<file path="src/rtl/dlnn_pkg.sv">
// Types and constants shared by the local surface normal block.
`timescale 1ns / 1ps

package dlnn_pkg;

  localparam int COORD_W    = 40;
  localparam int NORMAL_W   = 32;
  localparam int FRAC_W     = NORMAL_W - 2;
  localparam int QUOT_W     = NORMAL_W - 1;
  localparam int MAG_W      = 64;
  localparam int HALF_W     = 32;
  localparam int ACC_W      = 128;
  localparam int DIFF_SHIFT = (COORD_W > 62) ? (COORD_W - 62) : 0;

  localparam logic [2:0] SLOT_CENTER = 3'd4;

  // partial product placement in the accumulator
  localparam logic [1:0] SH_NONE = 2'd0;
  localparam logic [1:0] SH_ONE  = 2'd1;
  localparam logic [1:0] SH_TWO  = 2'd2;

  // accumulator lane holding the sum of squares, then the dot product
  localparam logic [1:0] LANE_SUM = 2'd3;

  localparam logic signed [NORMAL_W-1:0] NORM_ONE = NORMAL_W'(1) <<< FRAC_W;

  typedef struct packed {
    logic [2:0]                point_slot;
    logic signed [COORD_W-1:0] coord_x;
    logic signed [COORD_W-1:0] coord_y;
    logic signed [COORD_W-1:0] coord_z;
    logic                      neighbors_present;
  } pt_t;

  typedef struct packed {
    logic signed [NORMAL_W-1:0] normal_x;
    logic signed [NORMAL_W-1:0] normal_y;
    logic signed [NORMAL_W-1:0] normal_z;
    logic                       normal_valid;
  } nrm_t;

  typedef struct packed {
    logic              vld;
    logic [HALF_W-1:0] a;
    logic [HALF_W-1:0] b;
    logic [1:0]        sh;
    logic              neg;
    logic              clr;
    logic [1:0]        dest;
  } mac_op_t;

endpackage

</file>
<file path="src/rtl/dlnn_mac.sv">
// Shared 32x32 multiplier with a registered signed 128-bit accumulator bank.
`timescale 1ns / 1ps

module dlnn_mac (
  input  logic                                  clk,
  input  logic                                  rst,
  input  dlnn_pkg::mac_op_t                     op,
  input  logic                                  wr_en,
  input  logic [2:0][dlnn_pkg::ACC_W-1:0]       wr_data,
  output logic [3:0][dlnn_pkg::ACC_W-1:0]       acc
);

  logic [2*dlnn_pkg::HALF_W-1:0] prod;
  logic                          p_vld;
  logic [1:0]                    p_sh;
  logic                          p_neg;
  logic                          p_clr;
  logic [1:0]                    p_dest;
  logic [dlnn_pkg::ACC_W-1:0]    term;
  logic [dlnn_pkg::ACC_W-1:0]    addend;
  logic [dlnn_pkg::ACC_W-1:0]    base;

  always_ff @(posedge clk) begin
    if (rst) begin
      p_vld <= 1'b0;
    end else begin
      p_vld <= op.vld;
    end
  end

  always_ff @(posedge clk) begin
    prod   <= op.a * op.b;
    p_sh   <= op.sh;
    p_neg  <= op.neg;
    p_clr  <= op.clr;
    p_dest <= op.dest;
  end

  always_comb begin
    case (p_sh)
      dlnn_pkg::SH_ONE: term = dlnn_pkg::ACC_W'(prod) << dlnn_pkg::HALF_W;
      dlnn_pkg::SH_TWO: term = dlnn_pkg::ACC_W'(prod) << (2 * dlnn_pkg::HALF_W);
      default:          term = dlnn_pkg::ACC_W'(prod);
    endcase
    addend = p_neg ? (dlnn_pkg::ACC_W'(0) - term) : term;
    base   = p_clr ? dlnn_pkg::ACC_W'(0) : acc[p_dest];
  end

  always_ff @(posedge clk) begin
    if (wr_en) begin
      acc[0] <= wr_data[0];
      acc[1] <= wr_data[1];
      acc[2] <= wr_data[2];
    end else if (p_vld) begin
      acc[p_dest] <= base + addend;
    end
  end

endmodule

</file>
<file path="config.mk">
export PLATFORM = sky130hd
export DESIGN_NAME = dlnn_mac
export DESIGN_NICKNAME = d
export VERILOG_FILES = /design/src/rtl/dlnn_pkg.sv /design/src/rtl/dlnn_mac.sv
export SDC_FILE = /design/constraint.sdc
export NUM_CORES = 2
export LEC_CHECK = 0
export BUFFER_PORTS_ARGS = -buffer_cell sky130_fd_sc_hd__buf_2
export CAP_MARGIN = 5
export CELL_PAD_IN_SITES_DETAIL_PLACEMENT = 1
export CELL_PAD_IN_SITES_GLOBAL_PLACEMENT = 2
export CORE_AREA = 2 2 454 456
export DETAILED_ROUTE_END_ITERATION = 6
export DIE_AREA = 0 0 456 458
export GPL_ROUTABILITY_DRIVEN = 0
export PLACE_DENSITY_LB_ADDON = 0.1
export SLEW_MARGIN = 15
export SYNTH_ARGS = -nofsm -noshare
export SYNTH_HDL_FRONTEND = slang
export SYNTH_SLANG_ARGS = --single-unit
</file>
<file path="constraint.sdc">
create_clock -name clk -period 8.91 [get_ports clk]
set_input_delay 0.4455 -clock clk [delete_from_list [all_inputs] [get_ports clk]]
set_output_delay 0.4455 -clock clk [all_outputs]
set_load 0.05 [all_outputs]
</file>
==> impl_metrics.toml <==
[run_status]
status = "finished clean"

[clocking]
cts_setup_buffers = 0
clock_latency_ns = 0.69
cts.root.buffer_cell = "clkbuf_16"
cts_tree = "built"
numCtsBuffers = 61
clk_pin_slew_ns = 0.07
cts.sinks = 583
ctsHtreeMaxLevel = 2
ctsLongestPathBuffers = 3

[placement]
dp_hpwl_um = 269000
place_area_mm2 = 0.0791
port_buffers = 969

[global_route]
groute.usage.overall_pct = 30.5
antenna_found_initial = 101
grt_pass1_vias = 62342
grt_max_degree = 129
overflow = 0
grt_pass1_wl_um = 467000

[setup_path]
startpoint = "p_sh[0]$_DFF_P_"
cp-start-kind = "register"
cp_max_fo = 47
cp.arrival_ns = 8.70
r2r-start = "p_sh[0]$_DFF_P_"
cp_data_required_time_ns = 9.30
worstSetupPathType = "register to register"
endpoint_kind = "register"

[finish]
layout-drive-gt1-share_pct = 18.2
final_cell_mix = "buf_2 (968), inv_1 (957), fa_1 (897)"
fin_area_mm2 = 0.0813
final_nets = 9761
fillerInstances = 23339
postLayoutCoreUtil_pct = 39.9
multiInputGateArea_mm2 = 0.0487
regArea_mm2 = 0.0168
final_common_cell = "buf_2"
areaGrowthSynthToFinish_pct = 14.7

[floorplanning]
pin_count = 970
dieHeight_um = 458
die_w_um = 456
rows = 166
core_area_mm2 = 0.204
dieArea_mm2 = 0.209
initial_core_util_pct = 34.8

[synth]
synth_edf_count = 512
yosysSeqAreaShare_pct = 23.7
ys_seq_elements = 583
syn-instance-count = 7257
synth_nets = 9005
syn_avg_cell_area_um2 = 9.77
yosysWarnings = 0
synth-async-reset-ratio_pct = 0
synth-main-ff-cell = "edfxtp_1"
synth_cell_type_count = 81
netlist_area_mm2 = 0.0709

[routing]
wirelength_um = 326000
drtPass1Iterations = 5
drtIter0Drc = 5172
wire_per_inst_um = 30.2
ant_nets = 0
viasPerCell = 5.55
vias = 60018
drc_errors = 0

[timing]
worstMarginPinSlew_ns = 1.20
period_minus_slack_ns = 8.31
clock_skew_ns = 0.0329
fmax_ghz = 0.120
finalMaxSlewViolations = 0
finalHoldViolations = 0
fin_setup_tns_ns = 0
slew_headroom_pct = 19.9
rsz0062_at_grt = "false"
setup_viol = 0
fin_crit_sh_pct = 93.2

[flow_run]
drv_cap = 0

[min_path]
hold_class = "input port to register"
min_from = "wr_data[249]"
worst max-delay path, cell delays in order (launching register included):
cell	delay, ns
dfxtp_1	0.33
inv_1	0.07
ha_4	0.54
buf_12	0.27
buf_12	0.25
o21ai_0	0.22
a211o_1	0.33
a221oi_1	0.43
nand4_1	0.25
nor4_1	0.57
nand2b_1	0.20
o31ai_1	0.28
xnor2_1	0.21
ha_1	0.49
nand4_1	0.20
nor3_1	0.43
and3_1	0.32
nand4_1	0.20
o22ai_1	0.21
a211oi_1	0.13
o41ai_1	0.56
o21ai_0	0.31
a211oi_1	0.29
nor2b_1	0.13
xor2_1	0.61
o31ai_1	0.16
kinds of logic after synthesis:
logic type | after synthesis | synth area share (%)
compound gates | 1385 | 13.4
buf+inv | 1449 | 7.69
xor+xnor | 288 | 3.56
mux | 139 | 4.20
flops | 583 | 23.7
simple gates | 2123 | 15.2
fa+ha+maj | 1290 | 32.3
what timing repair did:
item,4_1_cts,5_1_grt
hold buffers,7,0
endpoints found under the hold margin,7,0
endpoints found under the setup margin,0,1
gates resized for setup,0,1
path summary, 6_finish.rpt:
path | end | slack (ns) | cells past startpoint
setup reg to reg | acc[375]$_DFFE_PP_ | 0.60 | 25
setup / recovery | acc[375]$_DFFE_PP_ | 0.60 | 25
hold reg to reg | acc[499]$_DFFE_PP_ | 0.93 | 1
hold / removal | acc[249]$_DFFE_PP_ | 0.04 | 3
metal layers:
| layer | routed length (um) | vias up | track usage (%) |
|---|---|---|---|
| met3 | 17800 | 425 | 3.32 |
| li1 | - | 25870 | - |
| met1 | 143000 | 31504 | 41.9 |
| met2 | 153000 | 2191 | 50.5 |
| met5 | 167 | - | 0 |
| met4 | 11600 | 28 | 9.48 |
final cells by class:
class | count | share of cell area, %
antenna | 55 | 0.169
sequential | 583 | 20.7
multi-input combinational | 5225 | 59.9
inverter | 957 | 4.42
timing repair buffer | 1185 | 8.21
clock inverter | 35 | 0.440
clock buffer | 80 | 2.07
tap | 2688 | 4.14
flip-flops by register name, indices dropped and copies added, names as in the netlist:
signal / count
prod: 64
p_sh: 2
p_clr: 1
acc: 512
p_dest: 2
p_neg: 1
p_vld: 1
per-stage QoR:
step	std cells	hold slack [ns]	setup slack [ns]
3_3_place_gp	10631	0.550	0.244
4_1_cts	10753	0.0159	0.657
5_1_grt	10787	0.0468	0.0798
2_1_floorplan	7257	0.473	1.01
3_5_place_dp	10631	0.551	0.146
6_report	10808	0.0439	0.604
cell usage after synthesis, types with 36 or more instances:
| master | count | area share [%] |
|---|---|---|
| nand3_1 | 45 | 0.32 |
| and2_1 | 620 | 5.5 |
| a22oi_1 | 58 | 0.61 |
| nor2b_1 | 152 | 1.3 |
| nor3_1 | 57 | 0.40 |
| xor2_1 | 107 | 1.3 |
| a21oi_1 | 299 | 2.1 |
| mux4_2 | 127 | 4.0 |
| nand4_1 | 80 | 0.71 |
| dfxtp_1 | 71 | 2.0 |
| o21bai_1 | 62 | 0.66 |
| fa_1 | 897 | 25 |
| nand2_1 | 797 | 4.2 |
| edfxtp_1 | 512 | 22 |
| xnor2_1 | 181 | 2.2 |
| a21o_1 | 98 | 1.0 |
| o21ai_0 | 275 | 1.9 |
| inv_1 | 957 | 5.1 |
| a22o_1 | 308 | 3.8 |
| nor2_1 | 208 | 1.1 |
| nand2b_1 | 36 | 0.32 |
| clkbuf_1 | 451 | 2.4 |
| o31ai_1 | 65 | 0.69 |
| ha_1 | 393 | 6.9 |
Power is left out: the tool's default activity adds up to more than one toggle a clock period on the data nets, which glitch-free logic cannot reach.
