`src/rtl/dlnn_pkg.sv`:
```
// Types and constants shared by the local surface normal block.
`timescale 1ns / 1ps

package dlnn_pkg;

  localparam int COORD_W    = 40;
  localparam int NORMAL_W   = 32;
  localparam int FRAC_W     = NORMAL_W - 2;
  localparam int QUOT_W     = NORMAL_W - 1;
  localparam int MAG_W      = 64;
  localparam int HALF_W     = 32;
  localparam int ACC_W      = 128;
  localparam int DIFF_SHIFT = (COORD_W > 62) ? (COORD_W - 62) : 0;

  localparam logic [2:0] SLOT_CENTER = 3'd4;

  // partial product placement in the accumulator
  localparam logic [1:0] SH_NONE = 2'd0;
  localparam logic [1:0] SH_ONE  = 2'd1;
  localparam logic [1:0] SH_TWO  = 2'd2;

  // accumulator lane holding the sum of squares, then the dot product
  localparam logic [1:0] LANE_SUM = 2'd3;

  localparam logic signed [NORMAL_W-1:0] NORM_ONE = NORMAL_W'(1) <<< FRAC_W;

  typedef struct packed {
    logic [2:0]                point_slot;
    logic signed [COORD_W-1:0] coord_x;
    logic signed [COORD_W-1:0] coord_y;
    logic signed [COORD_W-1:0] coord_z;
    logic                      neighbors_present;
  } pt_t;

  typedef struct packed {
    logic signed [NORMAL_W-1:0] normal_x;
    logic signed [NORMAL_W-1:0] normal_y;
    logic signed [NORMAL_W-1:0] normal_z;
    logic                       normal_valid;
  } nrm_t;

  typedef struct packed {
    logic              vld;
    logic [HALF_W-1:0] a;
    logic [HALF_W-1:0] b;
    logic [1:0]        sh;
    logic              neg;
    logic              clr;
    logic [1:0]        dest;
  } mac_op_t;

endpackage

```
`src/rtl/dlnn_udiv.sv`:
```
// Restoring fractional divider: round(num * 2^FRAC_W / den) for num <= den.
`timescale 1ns / 1ps

module dlnn_udiv (
  input  logic                        clk,
  input  logic                        rst,
  input  logic                        start,
  input  logic [31:0]                 num,
  input  logic [31:0]                 den,
  output logic                        done,
  output logic [dlnn_pkg::QUOT_W-1:0] quot
);

  localparam int CNT_W = $clog2(dlnn_pkg::FRAC_W + 2);
  localparam logic [CNT_W-1:0] LAST = CNT_W'(dlnn_pkg::FRAC_W + 1);

  logic [32:0]      r;
  logic [32:0]      rr;
  logic [32:0]      den_x;
  logic             qbit;
  logic             rnd;
  logic [CNT_W-1:0] cnt;
  logic             busy;

  assign den_x = {1'b0, den};
  assign rr    = (cnt == '0) ? r : (r << 1);
  assign qbit  = (rr >= den_x);
  assign rnd   = ({r[31:0], 1'b0} >= den_x);

  always_ff @(posedge clk) begin
    if (rst) begin
      busy <= 1'b0;
      done <= 1'b0;
    end else if (start) begin
      busy <= 1'b1;
      done <= 1'b0;
    end else if (busy && (cnt == LAST)) begin
      busy <= 1'b0;
      done <= 1'b1;
    end
  end

  always_ff @(posedge clk) begin
    if (start) begin
      r    <= {1'b0, num};
      quot <= '0;
      cnt  <= '0;
    end else if (busy) begin
      if (cnt == LAST) begin
        // round half up on the remainder
        quot <= quot + dlnn_pkg::QUOT_W'(rnd);
      end else begin
        r    <= qbit ? (rr - den_x) : rr;
        quot <= {quot[dlnn_pkg::QUOT_W-2:0], qbit};
        cnt  <= cnt + CNT_W'(1);
      end
    end
  end

endmodule

```
`config.mk`:
```
export PLATFORM = sky130hd
export DESIGN_NAME = dlnn_udiv
export DESIGN_NICKNAME = d
export VERILOG_FILES = /design/src/rtl/dlnn_pkg.sv /design/src/rtl/dlnn_udiv.sv
export SDC_FILE = /design/constraint.sdc
export NUM_CORES = 1
export LEC_CHECK = 0
export BUFFER_PORTS_ARGS = -buffer_cell sky130_fd_sc_hd__buf_2
export CAP_MARGIN = 20
export CORE_MARGIN = 2
export CORE_UTILIZATION = 35
export DETAILED_ROUTE_END_ITERATION = 7
export HOLD_SLACK_MARGIN = 0.05
export MAX_ROUTING_LAYER = met4
export PLACE_DENSITY_LB_ADDON = 0.08
export SLEW_MARGIN = 0
export SYNTH_ARGS = -nofsm -noshare
export SYNTH_HDL_FRONTEND = slang
export SYNTH_SLANG_ARGS = --single-unit
```
`constraint.sdc`:
```
create_clock -name clk -period 7.36 [get_ports clk]
set_input_delay 1.472 -clock clk [delete_from_list [all_inputs] [get_ports clk]]
set_output_delay 1.472 -clock clk [all_outputs]
set_load 0.005 [all_outputs]
```
==> flow_summary.ini, run 1 <==
[timing]
max_freq_mhz = 202
fin_crit_sh_pct = 67.3
finalHoldViolations = 0
worst_pin_slew_ns = 1.02
rsz0062_at_grt = false
finalCriticalPeriod_ns = 4.95
setup_viol_count_final = 0
report.final.slew_viol_count = 0
maxSlewHeadroom_pct = 31.9
tns_ns = 0
skew_ns = 0.00639

[power_and_ir_drop]
p_int_mw = 1.38
ir_worst_vdd_v = 0.000135
power_switching_share_pct = 45.5
p_sw_mw = 1.15
p_comb_share_pct = 60.1
total_power_mw = 2.53
seqPwrFrac_pct = 22.9
power_leakage_nw = 3.46
power.density_nw_per_um2 = 314
p_clk_share_pct = 17.0

[grt]
grt_pass1_vias = 6517
overflow = 0
antenna_found_initial = 0
grt_max_degree = 78
grt_use_total_pct = 20.9
grt_first_pass_wirelength_mm = 35.1

[place]
gp_congestion = 0.889
port_buffers = 98
dp.final_hpwl_mm = 15.9

[critical_path]
r2r_cells = 16
cp.arrival_ns = 5.05
cp-end-kind = flip-flop
critPathRequiredTime_ns = 7.46
start_kind = flip-flop
crit_fanout = 33
rrSetupSlack_ns = 2.41
path_class = flip-flop to flip-flop
timing.rr.start = cnt[0]
timing.rr.end = r[28]

[cts]
cts_tree = built
postCtsHoldBufs = 0
cts_buffers = 9
cts.path.max_buffers = 2
clkLatencyLatePin_ns = 0.34
cts_max_level = 3
cts.sinks = 71
ctsResizeCount = 0
cts_root_buf = clkbuf_16
cts_setup_buffers = 0
clk_pin_slew_ns = 0.07

[die]
fp.dieH_um = 147
dieArea_um2 = 21500
design.portCount = 99
core_area_um2 = 20100
die_x_um = 147
initial_core_util_pct = 35.4
rows = 52

[detailed_routing]
routed_wl_mm = 21.5
wl_per_cell_um = 17.2
dr.pass1.iters = 5
viasPerCell = 5.48
vias = 6841
drt_iter0_markers = 419
remaining_drc_errors = 0
antenna_left = 0

[logic_synthesis]
synthAdderAreaFrac_pct = 12.2
synth_area_per_cell_um2 = 7.88
synthSimpleGateAreaFrac_pct = 20.0
synth_top_family_by_area = compound AO/OA/AOI/OAI gates
synthCells = 904
syn_area_um2 = 7120
synth_top_area_share_pct = 13.5
synth_top_cells_by_area = edfxtp_1 13%, ha_1 12%, dfxtp_1 11%
post_synth_num_cell_types = 72
ys_ff_latch = 71
synthesis.nets = 1040
synth.mux.area_fraction_pct = 7.27
synthXorXnorAreaFrac_pct = 3.20
synthArstFlopShare_pct = 0
synth_compound_area_share_pct = 26.5
synth_top_cell_by_area = edfxtp_1
synth_enable_flop_cells = 32
ys_warn_count = 0
synth_ff_type = dfxtp_1
ys_seq_area_share_pct = 24.5

[final_layout]
n_antenna_cell = 0
drive_gt1_share_pct = 17.7
syn2layout_area_growth_pct = 13.3
nNetsFinal = 1110

[min_path]
holdPathStages = 2
hold_end = cnt[1]
worstHoldStart = cnt[1]
hold_class = flip-flop to flip-flop

[run_status]
status = complete, no violations

[flow_run]
max_cap_viol_count = 0
[metrics by stage]
| step | area (um2) | setup slack [ns] | hold WS (ns) | utilization (%) | cells |
|---|---|---|---|---|---|
| after global placement | 7790 | 1.98 | 0.483 | 38.7 | 1232 |
| final | 8070 | 2.41 | 0.493 | 40.1 | 1249 |
| after detailed placement | 7790 | 1.85 | 0.486 | 38.7 | 1232 |
| after floorplan | 7120 | 2.84 | 0.466 | - | 904 |
| after CTS | 8060 | 1.88 | 0.495 | 40.1 | 1248 |
| after global routing | 8070 | 2.07 | 0.532 | 40.1 | 1249 |
[cells by family after synthesis]
kind of cell | count (synthesis)
flops | 71
xor+xnor | 26
compound gates | 293
fa+ha+maj | 69
buf+inv | 108
simple gates | 290
mux | 47
[flip-flops by register name (all words and copies together), names as in the netlist]
name	count
done	1
busy	1
r	33
cnt	5
quot	31
[synth_stat cells (5+ instances only)]
cell,count
nor3_1,9
buf_2,15
a211oi_1,17
and2_1,5
ha_1,68
xor2_1,12
a22oi_1,17
clkbuf_1,24
nand2_1,95
nor2_1,75
o2bb2ai_1,7
mux2i_1,12
a21o_1,24
o22ai_1,7
a22o_1,7
inv_1,60
o31ai_1,6
nand2b_1,11
o21ai_0,52
o21a_1,5
a31oi_1,14
a2bb2oi_1,5
or3_1,6
nand3_1,17
xnor2_1,14
mux2_2,34
a21oi_1,90
and3_1,17
buf_1,6
dfxtp_1,39
nor4_1,10
edfxtp_1,32
o21bai_1,5
nand4_1,19
[cells in the final DEF, fill, tap and decap left out, drive strengths merged, types with 9 or more instances in the layout]
cell    instances
and3           19
mux2           35
xnor2          14
a21oi          90
buf           107
nand4          19
nor4           11
nand2b         11
inv            62
a21o           24
o21ai          54
clkbuf         10
ha             68
nor2           75
a31oi          14
xor2           12
a22oi          17
nor3            9
mux2i          12
dfxtp          39
nand2          95
nand3          17
edfxtp         32
a211oi         18
[cell type report]
type                            instances  area [um2]
Timing Repair Buffer                  107         562
Tap cell                              270         338
Fill cell                            2119       12000
Multi-Input combinational cell        725        4930
Clock buffer                           10         229
Sequential cell                        71        1740
Inverter                               60         225
Clock inverter                          6        45.0
[how the worst max path moves through the flow]
stage,from,endpoint,slack [ns]
4_1_cts,cnt[0],r[28],1.88
6_report,cnt[0],r[28],2.41
5_1_grt,den[1],quot[30],2.07
3_5_place_dp,den[29],r[28],1.85
2_1_floorplan,den[1],quot[30],2.84
3_3_place_gp,den[29],r[28],1.98
[metal layers]
layer | vias to the layer above | wire (um) | GRT usage, %
met5 | - | 0 | -
met4 | 0 | 190 | 3.79
met1 | 3197 | 11300 | 30.9
met3 | 15 | 833 | 3.00
li1 | 3489 | - | -
met2 | 140 | 9190 | 30.3
[power by group through the flow]
stage | combinational [mW] | clock (mW) | sequential (mW)
floorplan | 1.19 | 0 | 0.552
global placement | 1.50 | 0 | 0.588
detailed placement | 1.49 | 0 | 0.585
CTS | 1.50 | 0.445 | 0.577
global route | 1.70 | 0.461 | 0.590
finish | 1.52 | 0.430 | 0.579
[critical path: stages (launching register included)]
cell      delay, ns
dfxtp_1        0.34
inv_1          0.07
ha_1           0.14
nor4b_4        0.17
buf_4          0.46
mux2_2         0.41
ha_1           0.35
and3_1         0.27
nand3_1        0.16
nor4b_1        0.08
or4b_1         0.49
a211oi_2       0.26
buf_6          0.22
and2_1         0.43
buf_4          0.34
nor2_1         0.13
a221o_1        0.37
Note: power is estimated with default switching activity, not from simulation.
==> run 2, diff against run 1 <==
Clock period 7.36 ns to 4.9 ns, I/O delays scaled along.
==> flow_summary.ini, run 2 (synthesized netlist as in run 1, its figures left out) <==
[final_layout]
drive_gt1_share_pct = 18.4
final_common_cell = buf_2
final_cell_mix = 98 x buf_2, 95 x nand2_1, 90 x a21oi_1
top_register = r
n_antenna_cell = 0
fin_cells = 1257
nNetsFinal = 1118
largest_reg_flops = 33
seqCellArea_um2 = 1740
fillers = 2099
multi_input_area_um2 = 4930
syn2layout_area_growth_pct = 14.5
fin_area_um2 = 8150
top_regs = r (33), quot (31), cnt (5)

[die]
dieArea_um2 = 21500
fp.dieH_um = 147
initial_core_util_pct = 35.4
design.portCount = 99
die_x_um = 147
core_area_um2 = 20100
rows = 52

[critical_path]
cp.depth = 15
path_cells = inv_1 > ha_1 > nor4b_4 > buf_12 > mux2_2 > ha_1 > and3_1 > nand3_1 > nor4b_1 > or4b_1 > a211oi_2 > and2_1 > buf_4 > mux2i_1 > mux2_4
worst_path_most_repeated_cell = ha_1
path_buf_inv = 3
r2r_cells = 15
cp_top_family = simple AND/OR/NAND/NOR gates
cp_slowest_cell = or4b_1
timing.rr.start = cnt[0]
rrSetupSlack_ns = 0.48
critPathRequiredTime_ns = 5.00
path_class = flip-flop to flip-flop
start_kind = flip-flop
crit_fanout = 33
cp-end-kind = flip-flop
timing.rr.end = r[0]
crit_start = cnt[0]
cp.arrival_ns = 4.52
cp_slowest_stage_delay_ns = 0.49
setup.worst_path.end = r[0]

[cts]
clk_pin_slew_ns = 0.07
cts_setup_buffers = 0
cts_tree = built
postCtsHoldBufs = 0
cts.sinks = 71
cts.path.max_buffers = 2
cts_buffers = 9
cts_max_level = 3
ctsResizeCount = 0
clkLatencyLatePin_ns = 0.36
cts_root_buf = clkbuf_16

[timing]
finalHoldViolations = 0
maxSlewHeadroom_pct = 46.7
finalCriticalPeriod_ns = 4.42
skew_ns = 0.0113
report.final.slew_viol_count = 0
tns_ns = 0
max_freq_mhz = 226
worst_pin_slew_ns = 0.799
rsz0062_at_grt = false
hold_slack_ns = 0.507
setup_viol_count_final = 0
fin_crit_sh_pct = 90.1

[power_and_ir_drop]
total_power_mw = 3.85
power_leakage_nw = 3.50
ir_worst_vdd_v = 0.000188
power.density_nw_per_um2 = 472

[place]
port_buffers = 98
dp.final_hpwl_mm = 15.9
dpl-instance-area_um2 = 7870
gp_congestion = 0.901
placed_cells = 1241

[detailed_routing]
wl_per_cell_um = 17.2
routed_wl_mm = 21.6
remaining_drc_errors = 0
antenna_left = 0
drt_iter0_markers = 537
viasPerCell = 5.51
vias = 6928
dr.pass1.iters = 5

[grt]
antenna_found_initial = 0
grt_max_degree = 50
overflow = 0
grt_use_total_pct = 20.7
grt_first_pass_wirelength_mm = 34.8
grt_pass1_vias = 6512

[min_path]
worstHoldStart = r[32]
hold_class = flip-flop to flip-flop

[flow_run]
max_cap_viol_count = 0

[run_status]
status = complete, no violations
-- run 2: per-stage QoR --
stage / util, % / setup WS [ns]
finish: 40.5 / 0.483
global route: 40.5 / 0.161
CTS: 40.5 / 0.437
detailed placement: 39.1 / 0.290
global placement: 39.1 / 0.359
floorplan: - / 0.693
-- run 2: final cells by class --
type	instances	area share, %
multi-input combinational	725	60.5
clock buffer	9	2.76
timing repair buffer	115	7.74
tap	270	4.14
clock inverter	7	0.737
inverter	60	2.76
sequential	71	21.4
-- run 2: worst reg2reg max path: cells and delay by family, from the launching register on --
kind,cells,cell delay (ns)
buffers and inverters,3,0.61
AO/OA/AOI/OAI,1,0.40
multiplexers,3,0.77
adder cells (fa/ha/maj),2,0.49
AND/OR/NAND/NOR,6,1.55
flip-flops,1,0.35
-- run 2: power breakdown --
group	internal, mW	leakage, nW	switching [mW]
Clock	0.354	0.139	0.324
Combinational	0.968	2.73	1.34
Sequential	0.766	0.637	0.0909
Total	2.09	3.50	1.76
-- run 2: how the worst min path moves through the flow --
stage,to,cells after the start,slack (ns)
2_1_floorplan,cnt[1],2,0.47
5_1_grt,r[32],1,0.54
3_5_place_dp,r[32],1,0.49
3_3_place_gp,cnt[1],2,0.49
4_1_cts,cnt[1],2,0.51
6_report,r[32],1,0.51
-- run 2: metal layers --
layer / wire length, um / GRT usage, % / vias to the layer above
li1: - / - / 3518
met1: 11000 / 30.1 / 3195
met2: 9110 / 30.4 / 197
met3: 1240 / 2.81 / 18
met4: 303 / 4.71 / 0
met5: 0 / - / -
