### config.mk
export PLATFORM = sky130hd
export DESIGN_NAME = dlnn_isqrt
export DESIGN_NICKNAME = d
export VERILOG_FILES = /design/src/rtl/dlnn_isqrt.sv
export SDC_FILE = /design/constraint.sdc
export NUM_CORES = 1
export LEC_CHECK = 0
export BUFFER_PORTS_ARGS = -buffer_cell sky130_fd_sc_hd__buf_2
export CAP_MARGIN = 20
export CELL_PAD_IN_SITES_DETAIL_PLACEMENT = 0
export CELL_PAD_IN_SITES_GLOBAL_PLACEMENT = 2
export CORE_MARGIN = 5
export CORE_UTILIZATION = 40
export CTS_BUF_LIST = sky130_fd_sc_hd__clkbuf_8
export DETAILED_ROUTE_END_ITERATION = 8
export PLACE_DENSITY_LB_ADDON = 0.1
export SETUP_SLACK_MARGIN = 0.2
export SYNTH_ARGS = -nofsm -noshare
export SYNTH_HDL_FRONTEND = slang
export SYNTH_SLANG_ARGS = --single-unit
### constraint.sdc
create_clock -name clk -period 12.8 [get_ports clk]
set_input_delay 2.56 -clock clk [delete_from_list [all_inputs] [get_ports clk]]
set_output_delay 2.56 -clock clk [all_outputs]
set_load 0.03 [all_outputs]
### src/rtl/dlnn_isqrt.sv
// Floor square root of a 64-bit value, two radicand bits per cycle.
`timescale 1ns / 1ps

module dlnn_isqrt (
  input  logic        clk,
  input  logic        rst,
  input  logic        start,
  input  logic [63:0] rad,
  output logic        done,
  output logic [31:0] root
);

  logic [63:0] rem;
  logic [63:0] res;
  logic [63:0] bitv;
  logic [4:0]  cnt;
  logic        busy;
  logic [63:0] trial;

  assign trial = res + bitv;
  assign root  = res[31:0];

  always_ff @(posedge clk) begin
    if (rst) begin
      busy <= 1'b0;
      done <= 1'b0;
    end else if (start) begin
      busy <= 1'b1;
      done <= 1'b0;
    end else if (busy && (cnt == 5'd31)) begin
      busy <= 1'b0;
      done <= 1'b1;
    end
  end

  always_ff @(posedge clk) begin
    if (start) begin
      rem  <= rad;
      res  <= 64'd0;
      bitv <= 64'd1 << 62;
      cnt  <= 5'd0;
    end else if (busy) begin
      if (rem >= trial) begin
        rem <= rem - trial;
        res <= (res >> 1) + bitv;
      end else begin
        res <= res >> 1;
      end
      bitv <= bitv >> 2;
      cnt  <= cnt + 5'd1;
    end
  end

endmodule

==> impl_results.rst, run 1 <==
.. list-table::
   :header-rows: 1

   * - Metric
     - Value
   * - Share of synthesized area occupied by flip-flops and latches
     - 0.268
   * - Post-route fraction of the period consumed by the critical path
     - 0.608
   * - Routed wire length
     - 43,800 um
   * - Number of global-route vias before repair
     - 12,700
   * - Area growth from synthesis to layout
     - 6.44%
   * - Static Leak
     - 6.19 nW
   * - Clock buffer count from CTS
     - 17
   * - Xor and xnor fraction of the mapped netlist area
     - 0.0873
   * - Clock Skews
     - 0.0184 ns
   * - Library cell used as clock root buffer
     - clkbuf_8
   * - Adder and majority cell fraction of the synthesized area
     - 0.113
   * - Total Power Consumption
     - 2.99 mW
   * - Count of hold buffers inserted by post-cts repair
     - 0
   * - CP Data Arrival Time
     - 7.93 ns
   * - Antenna Violating Nets Remaining
     - 0
   * - Clock network fraction of design power
     - 0.155
   * - Distinct cells, synth
     - 81
   * - Net switching power of the design
     - 1.37 mW
   * - Accumulated negative setup slack
     - 0 ns
   * - Largest net degree at the start of global routing
     - 90
   * - Number of synthesized flops with an enable pin
     - 64
   * - Pre-CTS worst setup slack
     - 4.99 ns
   * - Antenna violations before repair
     - 0
   * - Total number of vias
     - 13,200
   * - Fraction of the mapped netlist area in simple logic gates
     - 0.181
   * - Slew at the pin closest to its max-slew limit
     - 0.950 ns
   * - Kind of start point of the critical path
     - register
   * - Post-synthesis register bit count
     - 167
   * - CTS tree
     - done
   * - Fraction of power consumed by combinational cells
     - 0.572
   * - Largest voltage drop on the vdd net
     - 0.0000865 V
   * - Number of standard cells in the final layout excluding fillers
     - 2,332
   * - Sequential cell fraction of total power
     - 0.273
   * - Top cell type's share of synthesized area
     - 0.139
   * - Clock buffer depth
     - 2
   * - Post-synth ARST share
     - 0
   * - Setup repair after global routing missed its margin
     - no
   * - Total DRC errors in the routed layout
     - 0
   * - Synthesized instance count
     - 1,853
   * - X dimension of the die
     - 203 um
   * - # resized after CTS
     - 0
   * - Biggest area contributors in the synthesized netlist
     - dfxtp_1 14%, edfxtp_1 13%, ha_1 11%
   * - Main combinational cell family by area after synthesis
     - compound AO/OA/AOI/OAI gates
   * - Core occupancy in the finished layout
     - 0.432
   * - Worst-skew pair later-pin latency
     - 0.51 ns
   * - I/O pin cnt
     - 100
   * - Total of endpoints with negative setup slack in the final report
     - 0
   * - Placed cell area
     - 0.0153 mm^2
   * - Placed cell count
     - 2,300
   * - Fraction of layout cells with a size suffix above 1
     - 0.0891
   * - Global placer's final weighted congestion
     - 0.877
   * - Path category of the worst min-delay check
     - reg2reg
   * - Final Instance Area
     - 0.0158 mm^2
   * - Number of DRC markers in iteration 0
     - 895
   * - Crit path max fanout
     - 38
   * - Ys flop type
     - dfxtp_1
   * - Post-DR vias/cell
     - 5.68
   * - Area fraction in compound gates after synthesis
     - 0.256
   * - Number of diodes added for antenna fixing
     - 0
   * - Endpoint required time on the critical path
     - 12.95 ns
   * - Highest Clock Rate
     - 128 MHz
   * - Aggregate global-route resource usage
     - 0.209
   * - Warnings from Yosys
     - 0
   * - # H-tree levels
     - 4
   * - Number of core rows
     - 70
   * - Yosys top cell by area
     - dfxtp_1
   * - Port bufs
     - 99
   * - CORE AREA
     - 0.0366 mm^2
   * - DRT Pass-1 Iters
     - 5
   * - Die area
     - 0.0411 mm^2
   * - Syn nets
     - 2,053
   * - Buffers inserted by post-CTS timing repair
     - 0
   * - Multiplexer share of the synthesized area
     - 0.0383
   * - Max-cap violation count
     - 0
   * - Aggregate global routing overflow
     - 0
   * - Netlist Area Pre-Place
     - 0.0148 mm^2
   * - Sum of net half-perimeters after detailed placement
     - 33,600 um
   * - Result of the run
     - complete, no violations
   * - Worst hold slack
     - 0.509 ns
   * - Internal power summed over all cells
     - 1.62 mW
   * - Type of the setup path with the least slack
     - reg2reg
   * - Net switching share of the total power
     - 0.459
   * - Net total in the final layout
     - 2,051
   * - Layout filler cell count
     - 3,751
   * - Number of max-slew violations in the final report
     - 0
   * - Kind of end point of the critical path
     - register
   * - Final routed wire length divided by cell count
     - 18.8 um
   * - Worst-case headroom to the max-slew limit
     - 0.367
   * - Average footprint of a synthesized cell
     - 8.01 um^2
   * - CTS clk-pin slew, worst paths
     - 0.10 ns
   * - Effective utilization at floorplan
     - 0.405
   * - Setup slack of the critical path after layout
     - 5.02 ns
   * - Power density over the cells
     - 189 mW/mm^2
   * - Clock period minus final worst setup slack
     - 7.78 ns
   * - First-pass GRT wire length
     - 70,100 um
   * - Final hold vios
     - 0
   * - # clock sinks
     - 167
   * - Die Y-Extent
     - 203 um
==> critical path, stage by stage (launching register included) <==
cell and delay [ns]:
dfxtp_1 0.34, ha_1 0.22, ha_1 0.22, a21o_1 0.20, a31oi_1 0.27, o21ai_0 0.30, a41oi_1 0.75, o21bai_1 0.37
a2111oi_2 0.50, nor3_1 0.08, a211oi_1 0.26, nand2b_1 0.15, xor2_1 0.08, ha_1 0.41, nand4_1 0.18, or3_1 0.42
nor4_1 0.37, nand3_1 0.14, a21oi_1 0.14, o21ai_1 0.08, and3b_4 0.34, nand2b_1 0.31, nand2_2 0.65, buf_4 0.52
==> sequential cells by signal (all words and copies together), names as in the netlist <==
register  count
rem          64
res          64
bitv         32
cnt           5
busy          1
done          1
==> placed cells by master (no fill, tap or decap), types with 16 or more instances in the layout <==
master	instances
nand2_1	188
nor2_1	173
o21ai_0	159
ha_1	132
a21oi_1	123
dfxtp_1	102
buf_2	98
xnor2_1	76
xor2_1	72
edfxtp_1	64
a31oi_1	59
a21o_1	56
inv_1	51
mux2i_1	50
nand4_1	40
nand3_1	34
a211oi_1	27
o21bai_1	24
or3_1	23
nor2b_1	22
nor3_1	21
o21ai_1	20
clkbuf_8	19
a311oi_1	17
and2_1	16
nand2b_1	16
==> worst paths after layout <==
| kind | slack [ns] | cells past startpoint | from | to |
|---|---|---|---|---|
| hold / removal | 0.51 | 2 | cnt[4] | cnt[4] |
| hold reg to reg | 0.51 | 2 | cnt[4] | cnt[4] |
| setup / recovery | 5.02 | 23 | res[0] | rem[53] |
| setup reg to reg | 5.02 | 23 | res[0] | rem[53] |
==> power groups by stage <==
stage | Clock (mW) | Sequential [mW] | Combinational [mW]
floorplan | 0 | 0.778 | 1.37
global placement | 0 | 0.829 | 1.70
detailed placement | 0 | 0.827 | 1.70
CTS | 0.479 | 0.817 | 1.71
global route | 0.499 | 0.832 | 1.92
finish | 0.464 | 0.817 | 1.71
==> final cells by class <==
class,instances,area (um^2),share of cell area
multi-input combinational,1510,10000,0.635
sequential,167,3990,0.252
tap,468,586,0.0371
timing repair buffer,105,547,0.0346
clock buffer,19,262,0.0166
clock inverter,13,200,0.0127
inverter,50,188,0.0119
==> cells in the mapped netlist, types with 4 or more instances <==
library cell / instances
dfxtp_1: 103
inv_1: 50
xnor2_1: 76
and2_1: 16
mux2_2: 5
or3_1: 23
o21ai_1: 20
o31ai_1: 12
nor4_1: 9
o21ai_0: 159
ha_1: 132
a211oi_1: 27
a31o_2: 8
clkbuf_1: 73
buf_6: 5
mux2i_1: 50
edfxtp_1: 64
nand3_1: 34
nor2_1: 173
buf_4: 34
a31oi_1: 59
nand2_1: 189
a221oi_1: 14
a21oi_1: 123
a311oi_1: 17
a41oi_1: 5
a21o_1: 56
a21boi_1: 4
o211ai_1: 6
and4_1: 4
buf_2: 8
o21bai_1: 24
nor2b_1: 22
and3_1: 14
o311ai_1: 4
xor2_1: 72
o21a_1: 15
nand4_1: 40
nor3_1: 21
buf_1: 6
nor3b_1: 4
nand2b_1: 16
==> metal layers <==
metal  share of wire  track usage  vias to the layer above
met5               0            0                        -
met4           0.016       0.0458                        0
li1                -            -                     6771
met3           0.035       0.0321                       31
met1            0.50        0.299                     6181
met2            0.45        0.336                      256
==> cells by family after synthesis <==
kind of cell | after synthesis
AOI/OAI and AO/OA | 593
xor gates and xnor gates | 148
adders and majority gates | 133
buffers and inverters | 176
DFF | 167
muxes | 56
and+or+nand+nor | 580
Note: power is estimated with default switching activity, not from simulation.
==> run 2: changes to the inputs <==
- CORE_UTILIZATION: 40 -> 35
- clock period: 12.8 -> 6.8 ns (I/O delays scaled with it)
==> impl_results.rst, run 2 (synthesized netlist as in run 1, its figures left out) <==
.. list-table::
   :header-rows: 1

   * - Metric
     - Value
   * - Buffers inserted by post-CTS timing repair
     - 0
   * - Total of endpoints with negative setup slack in the final report
     - 0
   * - Aggregate global-route resource usage
     - 0.195
   * - Kind of end point of the critical path
     - register
   * - Crit path max fanout
     - 13
   * - Number of DRC markers in iteration 0
     - 650
   * - Type of the setup path with the least slack
     - reg2reg
   * - Largest voltage drop on the vdd net
     - 0.000229 V
   * - Die area
     - 0.0466 mm^2
   * - Effective utilization at floorplan
     - 0.354
   * - Routed wire length
     - 46,000 um
   * - Number of standard cells in the final layout excluding fillers
     - 2,438
   * - Final routed wire length divided by cell count
     - 18.9 um
   * - Endpoint required time on the critical path
     - 7.08 ns
   * - Area growth from synthesis to layout
     - 8.81%
   * - Clock buffer depth
     - 2
   * - Total Power Consumption
     - 5.72 mW
   * - Number of max-slew violations in the final report
     - 0
   * - DRT Pass-1 Iters
     - 5
   * - Layout filler cell count
     - 4,406
   * - Post-DR vias/cell
     - 5.46
   * - Slowest Stage Delay on Critical Path
     - 0.47 ns
   * - Post-route fraction of the period consumed by the critical path
     - 0.903
   * - Sum of net half-perimeters after detailed placement
     - 35,700 um
   * - # H-tree levels
     - 4
   * - Number of core rows
     - 75
   * - X dimension of the die
     - 216 um
   * - Final hold vios
     - 0
   * - CTS clk-pin slew, worst paths
     - 0.10 ns
   * - Leading cell types in the layout, fill and taps excluded
     - 188 x nand2_1, 173 x nor2_1, 158 x o21ai_0
   * - Clock buffer count from CTS
     - 17
   * - Aggregate global routing overflow
     - 0
   * - Highest Clock Rate
     - 163 MHz
   * - Number of diodes added for antenna fixing
     - 0
   * - Library cell used as clock root buffer
     - clkbuf_8
   * - Port bufs
     - 99
   * - Kind of cell adding the most delay to the critical path
     - compound AO/OA/AOI/OAI gates
   * - Die Y-Extent
     - 216 um
   * - Total DRC errors in the routed layout
     - 0
   * - Max-cap violation count
     - 0
   * - Cell-by-cell listing of the critical path
     - ha_1 -> ha_1 -> a21o_1 -> a31oi_1 -> o21ai_1 -> a41oi_1 -> buf_4 -> o21bai_1 -> a21oi_1 -> o31ai_2 -> a21oi_1 -> xor2_1 -> ha_1 -> nand4_1 -> or3_1 -> nor4_1 -> nand3_1 -> a21oi_1 -> o21ai_1 -> and3b_4 -> nand2b_1 -> nand2_4 -> buf_4
   * - Slew at the pin closest to its max-slew limit
     - 0.872 ns
   * - Number of buffer and inverter instances along the worst setup path
     - 2
   * - I/O pin cnt
     - 100
   * - Worst-case headroom to the max-slew limit
     - 0.418
   * - Placed cell count
     - 2,406
   * - Slowest cell on crit path
     - o21bai_1
   * - Worst-skew pair later-pin latency
     - 0.58 ns
   * - Net total in the final layout
     - 2,086
   * - Global placer's final weighted congestion
     - 0.856
   * - Antenna violations before repair
     - 0
   * - Core occupancy in the finished layout
     - 0.385
   * - CORE AREA
     - 0.0419 mm^2
   * - Regs by FF count
     - rem (64), res (64), bitv (32)
   * - Worst hold slack
     - 0.507 ns
   * - Largest net degree at the start of global routing
     - 92
   * - Path category of the worst min-delay check
     - reg2reg
   * - Static Leak
     - 6.35 nW
   * - Setup repair after global routing missed its margin
     - no
   * - Kind of start point of the critical path
     - register
   * - Most frequent standard cell in the layout excluding fill and tap cells
     - nand2_1
   * - Number of global-route vias before repair
     - 13,000
   * - Result of the run
     - complete, no violations
   * - Clock Skews
     - 0.0189 ns
   * - Antenna Violating Nets Remaining
     - 0
   * - CTS tree
     - done
   * - Fraction of layout cells with a size suffix above 1
     - 0.107
   * - Accumulated negative setup slack
     - 0 ns
   * - Clock period minus final worst setup slack
     - 6.14 ns
   * - Power density over the cells
     - 354 mW/mm^2
   * - # clock sinks
     - 167
   * - Total number of vias
     - 13,300
   * - CP Data Arrival Time
     - 6.42 ns
   * - First-pass GRT wire length
     - 72,900 um
[run 2: layout make-up]
class	instances	area [um^2]	share of cell area
Sequential cell	167	3990	0.247
Clock buffer	17	234	0.0145
Inverter	50	188	0.0116
Multi-Input combinational cell	1510	10100	0.623
Tap cell	539	674	0.0418
Timing Repair Buffer	140	847	0.0524
Clock inverter	15	164	0.0101
[run 2: worst min-delay path, delay by kind of cell, from the launching register on]
family / cells / cell delay, ns
DFF: 1 / 0.34
and+or+nand+nor: 1 / 0.08
AOI/OAI and AO/OA: 1 / 0.05
[run 2: timing repair]
item / in CTS / in global routing
endpoints found under the setup margin: 0 / 126
gates resized for setup: 0 / 4
hold buffers: 0 / 0
endpoints found under the hold margin: 0 / 0
[run 2: report_power, final]
group          internal (mW)  total [mW]  switching, mW
clock network          0.305       0.779          0.474
logic                   1.38        3.40           2.01
registers               1.35        1.54          0.195
[run 2: metal layers]
layer,share of wire,GRT usage,vias to the layer above
met5,0,0,-
met4,0.014,0.0466,0
met2,0.46,0.314,187
li1,-,-,6865
met1,0.49,0.272,6228
met3,0.035,0.0371,38
[run 2: worst paths after layout]
kind              endpoint  slack [ns]  cells after the start    start
setup reg to reg   rem[47]        0.66                     23  bitv[0]
hold / removal      res[0]        0.51                      2   res[0]
setup / recovery   rem[47]        0.66                     23  bitv[0]
hold reg to reg     res[0]        0.51                      2   res[0]
[run 2: through the flow]
stage | setup WS (ns) | instance area, um^2
final | 0.662 | 16200
after global routing | 0.207 | 16200
after CTS | 0.311 | 16100
after detailed placement | 0.360 | 15700
after global placement | 0.568 | 15700
after floorplan | 0.401 | 14800
==> run 3: changes to the inputs <==
- CORE_UTILIZATION: 35 -> 38
- clock period: 6.8 -> 6.05 ns (I/O delays scaled with it)
==> impl_results.rst, run 3 (synthesized netlist as in run 1, its figures left out) <==
.. list-table::
   :header-rows: 1

   * - Metric
     - Value
   * - Result of the run
     - complete, no violations
   * - Slew at the pin closest to its max-slew limit
     - 0.731 ns
   * - Endpoint required time on the critical path
     - 6.46 ns
   * - Total DRC errors in the routed layout
     - 0
   * - Number of DRC markers in iteration 0
     - 818
   * - Final routed wire length divided by cell count
     - 18.7 um
   * - Count of hold buffers inserted by post-cts repair
     - 0
   * - Number of max-slew violations in the final report
     - 0
   * - Type of the setup path with the least slack
     - reg2reg
   * - Number of core rows
     - 72
   * - Number of global-route vias before repair
     - 13,100
   * - Core occupancy in the finished layout
     - 0.432
   * - Total of endpoints with negative setup slack in the final report
     - 0
   * - CTS tree
     - done
   * - Effective utilization at floorplan
     - 0.384
   * - Area growth from synthesis to layout
     - 12.6%
   * - Aggregate global-route resource usage
     - 0.206
   * - Port bufs
     - 99
   * - Sum of net half-perimeters after detailed placement
     - 34,800 um
   * - Count of cells along the worst register-to-register path
     - 21
   * - Worst-case headroom to the max-slew limit
     - 0.513
   * - Antenna violations before repair
     - 0
   * - Path category of the worst min-delay check
     - reg2reg
   * - Net total in the final layout
     - 2,133
   * - Number of buffer and inverter instances along the worst setup path
     - 3
   * - Post-route fraction of the period consumed by the critical path
     - 0.926
   * - X dimension of the die
     - 208 um
   * - Die area
     - 0.0431 mm^2
   * - Clock Skews
     - 0.0245 ns
   * - Accumulated negative setup slack
     - 0 ns
   * - Clock buffer depth
     - 2
   * - Static Leak
     - 6.67 nW
   * - Critical path depth
     - 21
   * - Die Y-Extent
     - 208 um
   * - CP Data Arrival Time
     - 6.01 ns
   * - Worst-skew pair later-pin latency
     - 0.52 ns
   * - Routed wire length
     - 46,000 um
   * - Leading cell types in the layout, fill and taps excluded
     - 188 x nand2_1, 173 x nor2_1, 157 x o21ai_0
   * - Kind of start point of the critical path
     - register
   * - Crit path max fanout
     - 34
   * - Clock period minus final worst setup slack
     - 5.60 ns
   * - Kind of cell adding the most delay to the critical path
     - compound AO/OA/AOI/OAI gates
   * - Final hold vios
     - 0
   * - Number of diodes added for antenna fixing
     - 0
   * - Cell-by-cell listing of the critical path
     - ha_1 -> a31o_2 -> a31oi_2 -> o21ai_1 -> a41o_2 -> a31oi_1 -> nor2_1 -> a21o_1 -> xnor2_1 -> ha_1 -> nand2_1 -> or3_1 -> or4_1 -> o311ai_1 -> buf_4 -> o21ai_1 -> and3b_4 -> buf_4 -> buf_12 -> or3_1 -> a311oi_1
   * - Clock buffer count from CTS
     - 17
   * - Largest voltage drop on the vdd net
     - 0.000205 V
   * - Global placer's final weighted congestion
     - 0.860
   * - DRT Pass-1 Iters
     - 4
   * - Fraction of layout cells with a size suffix above 1
     - 0.137
   * - # clock sinks
     - 167
   * - Max Used Layer
     - met4
   * - Length of routed wiring on met1
     - 22,500 um
   * - Highest Clock Rate
     - 178 MHz
   * - CORE AREA
     - 0.0386 mm^2
   * - Library cell used as clock root buffer
     - clkbuf_8
   * - CTS clk-pin slew, worst paths
     - 0.10 ns
   * - Post-DR vias/cell
     - 5.56
   * - Kind of end point of the critical path
     - register
   * - Largest net degree at the start of global routing
     - 116
   * - Aggregate global routing overflow
     - 0
   * - Worst hold stages
     - 2
   * - Max-cap violation count
     - 0
   * - # H-tree levels
     - 4
   * - Antenna Violating Nets Remaining
     - 0
   * - Met2 routed wirelength
     - 20,900 um
   * - DR WL met3
     - 1670 um
   * - First-pass GRT wire length
     - 72,700 um
   * - Regs by FF count
     - rem (64), res (64), bitv (32)
   * - Slowest cell on crit path
     - or4_1
   * - Total number of vias
     - 13,700
   * - I/O pin cnt
     - 100
   * - Most frequent standard cell in the layout excluding fill and tap cells
     - nand2_1
   * - Slowest Stage Delay on Critical Path
     - 0.52 ns
   * - Power density over the cells
     - 400 mW/mm^2
   * - Setup repair after global routing missed its margin
     - yes
run 3: cell count changes in the layout (fill, tap and decap cells not counted), sizes merged:
cell and change:
buf +45, clkbuf +3, inv -3, bufinv +2, bufbuf +1, clkinvlp -1
run 3: cell type report:
type	instances	area (um^2)
clock buffer	19	262
fill	3944	21900
multi-input combinational	1510	10200
tap	518	648
inverter	50	188
timing repair buffer	187	1290
clock inverter	13	153
sequential	167	3990
run 3: worst paths after layout:
check	startpoint	to	slack (ns)
min reg2reg	done	done	0.51
max	bitv[2]	res[27]	0.45
max reg2reg	bitv[2]	res[27]	0.45
min	done	done	0.51
run 3: routing by layer:
layer | vias up | track usage
li1 | 6922 | -
met1 | 6471 | 0.295
met2 | 253 | 0.327
met3 | 43 | 0.0317
met4 | 0 | 0.0530
met5 | - | 0
run 3: report_power, final:
group	internal (mW)	leakage (nW)	switching, mW
combinational	1.72	4.96	2.38
clock	0.428	0.223	0.465
sequential	1.51	1.49	0.179
total	3.66	6.67	3.03
run 3: stage by stage:
| step | setup WS (ns) | total power, mW | std cells | area [um^2] | hold slack (ns) |
|---|---|---|---|---|---|
| 5_1_grt | 0.148 | 7.24 | 2464 | 16700 | 0.555 |
| 4_1_cts | 0.203 | 6.61 | 2461 | 16500 | 0.512 |
| 3_3_place_gp | 0.191 | 5.65 | 2426 | 16000 | 0.481 |
| 6_report | 0.446 | 6.69 | 2464 | 16700 | 0.510 |
| 3_5_place_dp | 0.0262 | 5.65 | 2426 | 16000 | 0.493 |
| 2_1_floorplan | 0.248 | 4.55 | 1853 | 14800 | 0.467 |
run 3: what timing repair did:
action,4_1_cts,5_1_grt
gates cloned,1,1
setup buffers,2,2
pin swaps,1,7
endpoints found under the setup margin,96,137
gates resized for setup,5,24
run 3: worst register-to-register path: cells and delay by family, from the launching register on:
family,cells,cell delay [ns]
compound gates,9,2.11
simple gates,6,1.79
fa+ha+maj,2,0.63
buf+inv,3,0.50
flops,1,0.35
xor+xnor,1,0.13
